--- src/hw/rtl/clpf_pkg.sv ---
// ----------------------------------------------------------------------------
// Framer package
// Types, constants and the CRC-32 byte update shared by the framer modules.
// ----------------------------------------------------------------------------
`default_nettype none

package clpf_pkg;

   localparam int unsigned BYTE_W    = 8;
   localparam int unsigned LEN_W     = 16;
   localparam int unsigned CRC_W     = 32;
   localparam int unsigned HDR_BYTES = 2;
   localparam int unsigned CRC_BYTES = 4;
   localparam int unsigned RUN_SLOTS = HDR_BYTES + 1 + CRC_BYTES;
   localparam int unsigned CNT_W     = $clog2(RUN_SLOTS + 1);

   localparam logic [CRC_W-1:0] CRC_POLY = 32'h04C1_1DB7;

   typedef enum logic [1:0] {
      KIND_HEADER  = 2'd0,
      KIND_PAYLOAD = 2'd1,
      KIND_CRC     = 2'd2
   } byte_kind_type;

   // Request held in the intake register
   typedef struct packed {
      logic [BYTE_W-1:0] payload_byte;
      logic [LEN_W-1:0]  frame_length;  // zero already mapped to one
      logic [CRC_W-1:0]  header_crc;    // CRC over the two header bytes from zero
   } item_type;

   // One request's worth of output bytes, slot 0 goes out first
   typedef struct packed {
      logic [RUN_SLOTS-1:0][BYTE_W-1:0] data;
      byte_kind_type [RUN_SLOTS-1:0]    kind;
      logic [CNT_W-1:0]                 count;
      logic                             frame_done;
   } run_type;

   // MSB-first CRC-32 update by one byte, no reflection
   function automatic logic [CRC_W-1:0] crc_feed_byte(input logic [CRC_W-1:0] crc_in,
                                                      input logic [BYTE_W-1:0] data);
      logic [CRC_W-1:0] crc;
      crc = crc_in ^ {data, {(CRC_W - BYTE_W){1'b0}}};
      for (int i = 0; i < BYTE_W; i++) begin
         if (crc[CRC_W-1]) begin
            crc = {crc[CRC_W-2:0], 1'b0} ^ CRC_POLY;
         end else begin
            crc = {crc[CRC_W-2:0], 1'b0};
         end
      end
      return crc;
   endfunction

endpackage

`default_nettype wire

--- src/hw/rtl/clpf_if.sv ---
// ----------------------------------------------------------------------------
// Framer channel interfaces
// Valid/ready channels for payload requests and framed output bytes.
// ----------------------------------------------------------------------------
`default_nettype none

interface clpf_req_if;
   import clpf_pkg::*;

   logic              valid;
   logic              ready;
   logic [BYTE_W-1:0] payload_byte;
   logic [LEN_W-1:0]  frame_length;

   modport source (output valid, output payload_byte, output frame_length, input ready);
   modport sink   (input valid, input payload_byte, input frame_length, output ready);
endinterface

interface clpf_rsp_if;
   import clpf_pkg::*;

   logic              valid;
   logic              ready;
   logic [BYTE_W-1:0] out_byte;
   logic [1:0]        byte_kind;
   logic              end_of_frame;
   logic              last_of_run;

   modport source (output valid, output out_byte, output byte_kind,
                   output end_of_frame, output last_of_run, input ready);
   modport sink   (input valid, input out_byte, input byte_kind,
                   input end_of_frame, input last_of_run, output ready);
endinterface

`default_nettype wire

--- src/hw/rtl/clpf_intake.sv ---
// ----------------------------------------------------------------------------
// Framer intake stage
// Registers each request with its clamped length and precomputed header CRC.
// ----------------------------------------------------------------------------
`default_nettype none

module clpf_intake (
   input  wire logic               clock,
   input  wire logic               reset,
   clpf_req_if.sink                req_chan,
   output clpf_pkg::item_type      item,
   output logic                    item_valid,
   input  wire logic               item_take
);
   import clpf_pkg::*;

   logic             valid_ff, valid_in;
   item_type         item_ff, item_in;
   logic [LEN_W-1:0] len_fixed;
   logic [CRC_W-1:0] crc_hi;
   logic             accept;

   // Open the stage when empty or when the held request moves on this cycle
   assign req_chan.ready = !valid_ff || item_take;
   assign accept         = req_chan.valid && req_chan.ready;

   // Clamp length and fold the header bytes into the CRC
   always_comb begin
      len_fixed = (req_chan.frame_length == '0) ? LEN_W'(1) : req_chan.frame_length;
      crc_hi    = crc_feed_byte('0, len_fixed[LEN_W-1:BYTE_W]);
      item_in.payload_byte = req_chan.payload_byte;
      item_in.frame_length = len_fixed;
      item_in.header_crc   = crc_feed_byte(crc_hi, len_fixed[BYTE_W-1:0]);
   end

   // Track occupancy
   always_comb begin
      valid_in = valid_ff;
      if (accept) begin
         valid_in = 1'b1;
      end else if (item_take) begin
         valid_in = 1'b0;
      end
   end

   always_ff @(posedge clock) begin
      if (reset) begin
         valid_ff <= 1'b0;
      end else begin
         valid_ff <= valid_in;
      end
   end

   // Hold payload
   always_ff @(posedge clock) begin
      if (accept) begin
         item_ff <= item_in;
      end
   end

   assign item       = item_ff;
   assign item_valid = valid_ff;

endmodule

`default_nettype wire

--- src/hw/rtl/clpf_build.sv ---
// ----------------------------------------------------------------------------
// Framer run builder
// Advances the frame state and lays out the output bytes of one request.
// ----------------------------------------------------------------------------
`default_nettype none

module clpf_build (
   input  wire logic               clock,
   input  wire logic               reset,
   input  wire clpf_pkg::item_type item,
   input  wire logic               item_valid,
   output logic                    item_take,
   input  wire logic               run_free,
   output clpf_pkg::run_type       run
);
   import clpf_pkg::*;

   logic [CRC_W-1:0] crc_ff, crc_in;
   logic [LEN_W-1:0] remaining_ff, remaining_in;
   logic             in_frame_ff, in_frame_in;

   logic             first;
   logic [CRC_W-1:0] crc_base;
   logic [CRC_W-1:0] crc_next;
   logic [LEN_W-1:0] remaining_base;
   logic [LEN_W-1:0] remaining_next;
   logic             done;

   assign item_take = item_valid && run_free;

   // Update CRC and byte count for this request
   always_comb begin
      first          = !in_frame_ff;
      crc_base       = first ? item.header_crc : crc_ff;
      remaining_base = first ? item.frame_length : remaining_ff;
      crc_next       = crc_feed_byte(crc_base, item.payload_byte);
      remaining_next = remaining_base - LEN_W'(1);
      done           = (remaining_next == '0);
   end

   // Lay out header, payload and CRC bytes in emit order
   always_comb begin
      run.data = '0;
      for (int i = 0; i < RUN_SLOTS; i++) begin
         run.kind[i] = KIND_PAYLOAD;
      end
      if (first) begin
         run.data[0] = item.frame_length[LEN_W-1:BYTE_W];
         run.kind[0] = KIND_HEADER;
         run.data[1] = item.frame_length[BYTE_W-1:0];
         run.kind[1] = KIND_HEADER;
         run.data[HDR_BYTES] = item.payload_byte;
         for (int i = 0; i < CRC_BYTES; i++) begin
            run.data[HDR_BYTES+1+i] = crc_next[CRC_W-1-BYTE_W*i -: BYTE_W];
            run.kind[HDR_BYTES+1+i] = KIND_CRC;
         end
      end else begin
         run.data[0] = item.payload_byte;
         for (int i = 0; i < CRC_BYTES; i++) begin
            run.data[1+i] = crc_next[CRC_W-1-BYTE_W*i -: BYTE_W];
            run.kind[1+i] = KIND_CRC;
         end
      end
      run.count = (first ? CNT_W'(HDR_BYTES + 1) : CNT_W'(1))
                + (done ? CNT_W'(CRC_BYTES) : CNT_W'(0));
      run.frame_done = done;
   end

   // Advance frame state, drop back to idle at frame end
   always_comb begin
      crc_in       = crc_ff;
      remaining_in = remaining_ff;
      in_frame_in  = in_frame_ff;
      if (item_take) begin
         if (done) begin
            crc_in      = '0;
            in_frame_in = 1'b0;
         end else begin
            crc_in      = crc_next;
            in_frame_in = 1'b1;
         end
         remaining_in = remaining_next;
      end
   end

   always_ff @(posedge clock) begin
      if (reset) begin
         crc_ff       <= '0;
         remaining_ff <= '0;
         in_frame_ff  <= 1'b0;
      end else begin
         crc_ff       <= crc_in;
         remaining_ff <= remaining_in;
         in_frame_ff  <= in_frame_in;
      end
   end

endmodule

`default_nettype wire

--- src/hw/rtl/clpf_emit.sv ---
// ----------------------------------------------------------------------------
// Framer output stage
// Shift register that hands out one request's bytes, one per handshake.
// ----------------------------------------------------------------------------
`default_nettype none

module clpf_emit (
   input  wire logic              clock,
   input  wire logic              reset,
   input  wire clpf_pkg::run_type run,
   input  wire logic              run_load,
   output logic                   run_free,
   clpf_rsp_if.source             rsp_chan
);
   import clpf_pkg::*;

   logic [RUN_SLOTS-1:0][BYTE_W-1:0] data_ff, data_in;
   byte_kind_type [RUN_SLOTS-1:0]    kind_ff, kind_in;
   logic [CNT_W-1:0]                 count_ff, count_in;
   logic                             done_ff, done_in;
   logic                             take;
   logic                             last;

   assign last     = (count_ff == CNT_W'(1));
   assign take     = rsp_chan.valid && rsp_chan.ready;
   assign run_free = (count_ff == '0) || (last && rsp_chan.ready);

   // Load a new run, or shift one byte out on each handshake
   always_comb begin
      data_in  = data_ff;
      kind_in  = kind_ff;
      count_in = count_ff;
      done_in  = done_ff;
      if (run_load) begin
         data_in  = run.data;
         kind_in  = run.kind;
         count_in = run.count;
         done_in  = run.frame_done;
      end else if (take) begin
         for (int i = 0; i < RUN_SLOTS - 1; i++) begin
            data_in[i] = data_ff[i+1];
            kind_in[i] = kind_ff[i+1];
         end
         count_in = count_ff - CNT_W'(1);
      end
   end

   always_ff @(posedge clock) begin
      if (reset) begin
         count_ff <= '0;
      end else begin
         count_ff <= count_in;
      end
   end

   always_ff @(posedge clock) begin
      data_ff <= data_in;
      kind_ff <= kind_in;
      done_ff <= done_in;
   end

   // Drive the response from slot zero
   assign rsp_chan.valid        = (count_ff != '0);
   assign rsp_chan.out_byte     = data_ff[0];
   assign rsp_chan.byte_kind    = kind_ff[0];
   assign rsp_chan.last_of_run  = last;
   assign rsp_chan.end_of_frame = last && done_ff;

endmodule

`default_nettype wire

--- src/hw/rtl/crc32_length_prefixed_framer_unit.sv ---
// ----------------------------------------------------------------------------
// Length-prefixed CRC-32 framer
// Wraps payload bytes with a big-endian length header and trailing CRC-32.
// ----------------------------------------------------------------------------
//
//   Channel   Direction  Carries
//   req_chan  in         payload_byte, frame_length (read on first byte only)
//   rsp_chan  out        out_byte, byte_kind, end_of_frame, last_of_run
//
// A request enters the intake register, then is expanded combinationally into a
// run of 1 to 7 bytes that is loaded into the output shift register.
// Payload-only requests flow at one per cycle while the output is ready; a
// frame's first request adds the two header bytes and its last request the
// four CRC bytes, as the output port moves one byte per handshake.
// A stalled output holds its byte; up to one request waits in the intake stage.
// Reset is synchronous and returns the block to awaiting a frame's first byte.
//
`default_nettype none

module crc32_length_prefixed_framer_unit (
   input  wire logic  clock,
   input  wire logic  reset,
   clpf_req_if.sink   req_chan,
   clpf_rsp_if.source rsp_chan
);
   import clpf_pkg::*;

   item_type item;
   logic     item_valid;
   logic     item_take;
   run_type  run;
   logic     run_free;

   // Register incoming requests
   clpf_intake u_intake (
      .clock      (clock),
      .reset      (reset),
      .req_chan   (req_chan),
      .item       (item),
      .item_valid (item_valid),
      .item_take  (item_take)
   );

   // Expand into a byte run and update frame state
   clpf_build u_build (
      .clock      (clock),
      .reset      (reset),
      .item       (item),
      .item_valid (item_valid),
      .item_take  (item_take),
      .run_free   (run_free),
      .run        (run)
   );

   // Shift bytes out
   clpf_emit u_emit (
      .clock    (clock),
      .reset    (reset),
      .run      (run),
      .run_load (item_take),
      .run_free (run_free),
      .rsp_chan (rsp_chan)
   );

endmodule

`default_nettype wire

--- src/flat_wrapper.sv ---
// flat-port wrapper written by rule: the top's interface ports become plain ports
module crc32_length_prefixed_framer_unit_flat import clpf_pkg::*;
  (clock, reset, req_chan_valid, req_chan_payload_byte, req_chan_frame_length, req_chan_ready, rsp_chan_valid, rsp_chan_out_byte, rsp_chan_byte_kind, rsp_chan_end_of_frame, rsp_chan_last_of_run, rsp_chan_ready);
  clpf_req_if req_chan_i ();
  clpf_rsp_if rsp_chan_i ();
  input  wire logic clock;
  input  wire logic reset;
  input wire logic [$bits(req_chan_i.valid)-1:0] req_chan_valid;
  input wire logic [$bits(req_chan_i.payload_byte)-1:0] req_chan_payload_byte;
  input wire logic [$bits(req_chan_i.frame_length)-1:0] req_chan_frame_length;
  output wire logic [$bits(req_chan_i.ready)-1:0] req_chan_ready;
  output wire logic [$bits(rsp_chan_i.valid)-1:0] rsp_chan_valid;
  output wire logic [$bits(rsp_chan_i.out_byte)-1:0] rsp_chan_out_byte;
  output wire logic [$bits(rsp_chan_i.byte_kind)-1:0] rsp_chan_byte_kind;
  output wire logic [$bits(rsp_chan_i.end_of_frame)-1:0] rsp_chan_end_of_frame;
  output wire logic [$bits(rsp_chan_i.last_of_run)-1:0] rsp_chan_last_of_run;
  input wire logic [$bits(rsp_chan_i.ready)-1:0] rsp_chan_ready;
  assign req_chan_i.valid = req_chan_valid;
  assign req_chan_i.payload_byte = req_chan_payload_byte;
  assign req_chan_i.frame_length = req_chan_frame_length;
  assign req_chan_ready = req_chan_i.ready;
  assign rsp_chan_valid = rsp_chan_i.valid;
  assign rsp_chan_out_byte = rsp_chan_i.out_byte;
  assign rsp_chan_byte_kind = rsp_chan_i.byte_kind;
  assign rsp_chan_end_of_frame = rsp_chan_i.end_of_frame;
  assign rsp_chan_last_of_run = rsp_chan_i.last_of_run;
  assign rsp_chan_i.ready = rsp_chan_ready;
  crc32_length_prefixed_framer_unit u_core (.clock(clock), .reset(reset), .req_chan(req_chan_i), .rsp_chan(rsp_chan_i));
endmodule
--- config.mk ---
export PLATFORM = sky130hd
export DESIGN_NAME = crc32_length_prefixed_framer_unit_flat
export DESIGN_NICKNAME = d
export VERILOG_FILES = /design/src/hw/rtl/clpf_pkg.sv /design/src/hw/rtl/clpf_if.sv /design/src/hw/rtl/clpf_intake.sv /design/src/hw/rtl/clpf_build.sv /design/src/hw/rtl/clpf_emit.sv /design/src/hw/rtl/crc32_length_prefixed_framer_unit.sv /design/src/flat_wrapper.sv
export SDC_FILE = /design/constraint.sdc
export NUM_CORES = 1
export LEC_CHECK = 0
export ABC_AREA = 0
export BUFFER_PORTS_ARGS = -buffer_cell sky130_fd_sc_hd__buf_2
export CORE_MARGIN = 5
export CORE_UTILIZATION = 60
export CTS_CLUSTER_SIZE = 14
export DETAILED_ROUTE_END_ITERATION = 8
export PLACE_DENSITY = 0.78
export SLEW_MARGIN = 20
export SYNTH_ARGS = -nofsm -noshare
export SYNTH_HDL_FRONTEND = slang
export SYNTH_SLANG_ARGS = --single-unit
--- constraint.sdc ---
create_clock -name clock -period 8.35 [get_ports clock]
set_clock_uncertainty 0.2 [all_clocks]
set_input_delay 0.835 -clock clock [delete_from_list [all_inputs] [get_ports clock]]
set_output_delay 0.835 -clock clock [all_outputs]
set_load 0.01 [all_outputs]
* Yosys cells after proc, flatten, opt, wreduce, memory -nomap -nowiden
Index checks and enable logic that the tools add are counted.
Operators by class: $add $sub $neg 3, mux-type cells 45, reduce and logical (&&, ||, !) cells 14, equal/unequal tests 1, bitwise gates (word level) 26
Operator list (count):
- $mux W27 | 24
- $not A14 Y14 | 24
- $mux W48 | 2
- $mux W32 | 2
- $xor A32 B32 Y32 | 2
- $mux W40 | 1
- $logic_not A16 Y1 | 2
- $mux W16 | 2
- $mux W12 | 2
- $sub A16 B1 Y16 const B | 1
- $mux W3 | 3
- $mux W8 | 1
- $mux W2 | 3
- $logic_and A1 B1 Y1 | 5
- $mux W1 | 4
- $mux W4 | 1
- $reduce_bool A2 Y1 | 2
- $add A2 B3 Y3 | 1
- $eq A3 B1 Y1 const B | 1
- $logic_not A3 Y1 | 1
- $reduce_bool A3 Y1 | 1
- $sub A3 B1 Y3 const B | 1
- $logic_or A1 B1 Y1 | 2
- $logic_not A1 Y1 | 1
Word-level totals: word-level logic and storage cells 113, output and inout bits 14, bits in registers 180

* Longest topological paths before layout
word-level depth 35, depth in mapped cells 19, depth with buffers taken out 10

* Cells and area by module
A second synthesis with hierarchy kept.
Second synthesis, totals: cells, all modules 926, area total of the unflattened synthesis 10950.5 um^2
Modules (own cells, without submodules):
- clpf_build | area each 4466.8 um^2, cells each 512, instances 1, seq. area each 980.9 um^2
- clpf_intake | area each 3284.4 um^2, cells each 238, instances 1, seq. area each 1701.6 um^2
- clpf_emit | area each 3199.3 um^2, cells each 176, instances 1, seq. area each 2192.1 um^2

* Worst setup path before layout
Ideal clock, no wire load.
path kind register -> register, start point reg u_core.u_build.in_frame_ff, end point reg u_core.u_build.crc_ff[15], buffers on the path 10, setup time 128 ps, arrival time 4051 ps, data required time 8022 ps, period minus slack after synthesis 4379 ps, slack 3971 ps, stages on the path, launching flop included 19, cell sequence dfxtp_1 -> buf_6 -> buf_6 -> buf_6 -> clkbuf_1 -> clkbuf_1 -> clkbuf_1 -> buf_1 -> a21oi_1 -> ha_1 -> clkbuf_1 -> o211a_1 -> or4_1 -> a21oi_1 -> o2111ai_2 -> buf_6 -> buf_6 -> a22oi_2 -> nor2_1
Between the ends: longest elaborated chain between the ends 15, elaborated cells on any way between the ends 18
RTL lines:
- start: declaration | RTL line clpf_build.sv:20 | logic in_frame_ff, in_frame_in;
- start signal: assignment | RTL line clpf_build.sv:94 | in_frame_ff <= in_frame_in;
- $mux W32 | RTL line clpf_build.sv:34 | crc_base = first ? item.header_crc : crc_ff;
- $xor A32 B32 Y32 | RTL line clpf_pkg.sv:44 | crc = crc_in ^ {data, {(CRC_W - BYTE_W){1'b0}}};
- $not A14 Y14 (no source line)
- $mux W27 (2 in a row) | RTL line clpf_pkg.sv:46 | if (crc[CRC_W-1]) begin
- $not A14 Y14 (no source line)
- $mux W27 | RTL line clpf_pkg.sv:46
- $not A14 Y14 (no source line)
- $mux W27 | RTL line clpf_pkg.sv:46
- $not A14 Y14 (no source line)
- $mux W27 (4 in a row) | RTL line clpf_pkg.sv:46
- $mux W32 (*) | RTL line clpf_build.sv:75 | if (done) begin
- end signal: assignment | RTL line clpf_build.sv:92 | crc_ff <= crc_in;
- end: declaration | RTL line clpf_build.sv:18 | logic [CRC_W-1:0] crc_ff, crc_in;
Every way passes the cells marked *; elsewhere a longest branch is shown, timed or not. A chain may end at the register's enable or synchronous reset.

==> metrics <==
CTS tree=built; Net Sw Frac=42.3%; Worst slew margin=26.8%; WL final=24.3 mm; post-CTS setup buffers=0; largest net degree at the start of global routing=107; via count=7287; most frequent cells in the layout=edfxtp_1, xnor2_1, nand2_1; post-cts gate resize count=0; share of cells above drive strength 1=12.1%; DP Area=10600 um2; Gate power share=52.7%; fill count=1372; Synth area leaders=edfxtp_1, dfxtp_1, xnor2_1, mux2i_1, nand2_1; clock group share of total power=14.8%; num rows=48; initial DRC count=734; power share of the sequential group=32.5%; WP data required=8300 ps; die height=142 um; crit path max fanout=45; slew at the pin closest to its max-slew limit=1100 ps; # setup viols final=0; Max Freq=0.232 GHz; Hold Violations, Final=0; DRC=0; FF-to-FF End=u_core.u_emit.data_ff[27]; Final Max Slew Viols=0; worst setup path end=u_core.u_emit.data_ff[27]; Worst EP arrival=4260 ps; async set-or-reset flop fraction in the synthesized netlist=0%; Seq cells post-synth=180; commonest non-fill, non-tap cell in the layout=edfxtp_1; final instance area=11200 um2; Hold Path Class=reg2reg; number of synthesized flops with an enable pin=123; beginning of the critical path=u_core.u_build.in_frame_ff; YS warnings=0; register area share after synthesis=46.3%; Synth area leader=edfxtp_1; unrepaired setup endpoints after global routing=false; root buf cell=clkbuf_16; Fin Setup TNS=0 ps; cts-stage hold buffer count=0; first-pass GRT wire length=38.7 mm; Via density=5.92; All-Layer GR Usage=24.9%; Worst-Skew Late Latency=430 ps; TritonCTS buffer count=17; Initial Util=60.8%; PwrDens=460 nW/um2; core area=17200 um2; mapped cell area=10400 um2; sw power=0.00217 W; TritonCTS Sinks=180; FF-to-FF path depth=9; First-pass DRT Iterations=5; register area=4840 um2; status=finished clean; initial antenna violation count=0; die area=20100 um2; P_int=0.00297 W; Distinct cells, synth=71; Synth Area per Inst=10.4 um2; vias in the first global route=6897; WS Path Type=reg2reg; die width=142 um; PortBufs=41; Clock Pin Slew Worst Setup and Hold Paths=70 ps; Critical Path End Type=register; Synth Net Count=1042; Routed Antenna Nets=0; Ports=42; Avg WL per Cell=19.8 um; Tcrit/Tclk final=51.6%; max cap viols=0; cell count after synthesis=1007; GR Overflow Total=0; LEAKAGE=4.06 nW; CTS max path bufs=2; H-tree levels=4; type of origin of the critical path=register; multi-input logic area=5160 um2; top_reg_cell synth=edfxtp_1; VDD IR max=0.000235 V; Placer Congestion=0.896; RR Startpoint=u_core.u_build.in_frame_ff; DP HPWL=16.9 mm; fin nets=1028; R2R Setup Slk=4040 ps; Period minus WS final=4310 ps; Layout area overhead=6.85%; post-synth top area share=35.4%; ANT cells=0
-- cell usage after synthesis (5+ instances only) --
library cell,number
inv_1,16
xnor3_1,10
and2_1,10
nor2b_1,7
mux2_2,7
or3_1,6
xnor2_2,6
buf_4,10
clkbuf_1,52
nor3b_1,7
dfxtp_1,57
a211oi_1,5
a22oi_2,10
a22oi_1,6
nor2_1,85
xor2_2,5
nand3b_1,5
mux2i_1,49
a22o_1,5
edfxtp_1,123
o21ai_1,5
nand3_1,22
xor2_1,50
a21oi_1,57
o21ai_0,47
nand2_1,119
buf_2,11
buf_6,5
xnor2_1,120
ha_1,7
a211o_1,5
nor3_1,9
-- state kept, by name, indices dropped and copies added, names as in the netlist --
name / flops
u_core.u_intake.item: 56
u_core.u_emit.data_ff: 48
u_core.u_build.crc_ff: 32
u_core.u_build.remaining_ff: 16
u_core.u_emit.kind_ff: 12
u_core.u_emit.rsp_chan.out_byte: 8
u_core.u_emit.count_ff: 3
u_core.u_emit.rsp_chan.byte_kind: 2
u_core.u_build.in_frame_ff: 1
u_core.u_emit.done_ff: 1
u_core.u_intake.item_valid: 1
-- stage by stage --
stage / std cells / total power, W / hold slack [ps] / util (%) / setup WS (ps)
after floorplan: 1007 / 0.00372 / 231 / - / 3970
after global placement: 1199 / 0.00430 / 239 / 61.8 / 4070
after detailed placement: 1199 / 0.00436 / 243 / 61.8 / 3990
after CTS: 1231 / 0.00513 / 252 / 65.0 / 4110
after global routing: 1231 / 0.00547 / 272 / 65.0 / 3810
final: 1231 / 0.00514 / 254 / 65.0 / 4040
-- logic make-up after synthesis --
logic type / Yosys count / synth area share [%]
compound gates: 174 / 11.0
xor+xnor: 194 / 18.8
fa+ha+maj: 7 / 0.838
buf+inv: 98 / 4.37
flops: 180 / 46.3
mux: 56 / 5.45
simple gates: 298 / 13.2
-- cell type report --
class	instances	share of cell area, %
Timing Repair Buffer	49	2.38
Clock buffer	20	4.00
Tap cell	225	2.52
Multi-Input combinational cell	729	46.3
Sequential cell	180	43.4
Clock inverter	12	0.953
Inverter	16	0.538
-- routing by layer --
| metal | track usage [%] | share of wire [%] |
|---|---|---|
| met2 | 38.9 | 47 |
| met1 | 36.3 | 45 |
| met5 | 0 | 0 |
| met3 | 4.00 | 5.9 |
| met4 | 7.07 | 1.7 |
-- worst max-delay path, stage by stage, from the launching register on --
cell and delay, ps:
dfxtp_4 660, buf_4 580, buf_4 510, mux2i_1 270, xnor2_1 210, xor2_2 510, xor2_2 230, xnor2_1 320
xor2_1 320, o221ai_1 170
-- power groups by stage --
stage	clock [W]	sequential [W]	combinational (W)
5_1_grt	0.000813	0.00170	0.00295
4_1_cts	0.000768	0.00167	0.00269
6_report	0.000761	0.00167	0.00271
3_3_place_gp	0	0.00168	0.00263
2_1_floorplan	0	0.00160	0.00212
3_5_place_dp	0	0.00169	0.00267
-- how the worst min path moves through the flow --
stage                                    startpoint                               to  cells after the start
floorplan                u_core.u_build.in_frame_ff        u_core.u_emit.kind_ff[12]                      0
global placement    u_core.u_build.remaining_ff[14]  u_core.u_build.remaining_ff[14]                      2
CTS                 u_core.u_build.remaining_ff[14]  u_core.u_build.remaining_ff[14]                      2
detailed placement  u_core.u_build.remaining_ff[14]  u_core.u_build.remaining_ff[14]                      2
finish              u_core.u_build.remaining_ff[14]  u_core.u_build.remaining_ff[14]                      2
global route               u_core.u_build.crc_ff[7]         u_core.u_build.crc_ff[7]                      2
Note: power is estimated with default switching activity, not from simulation.
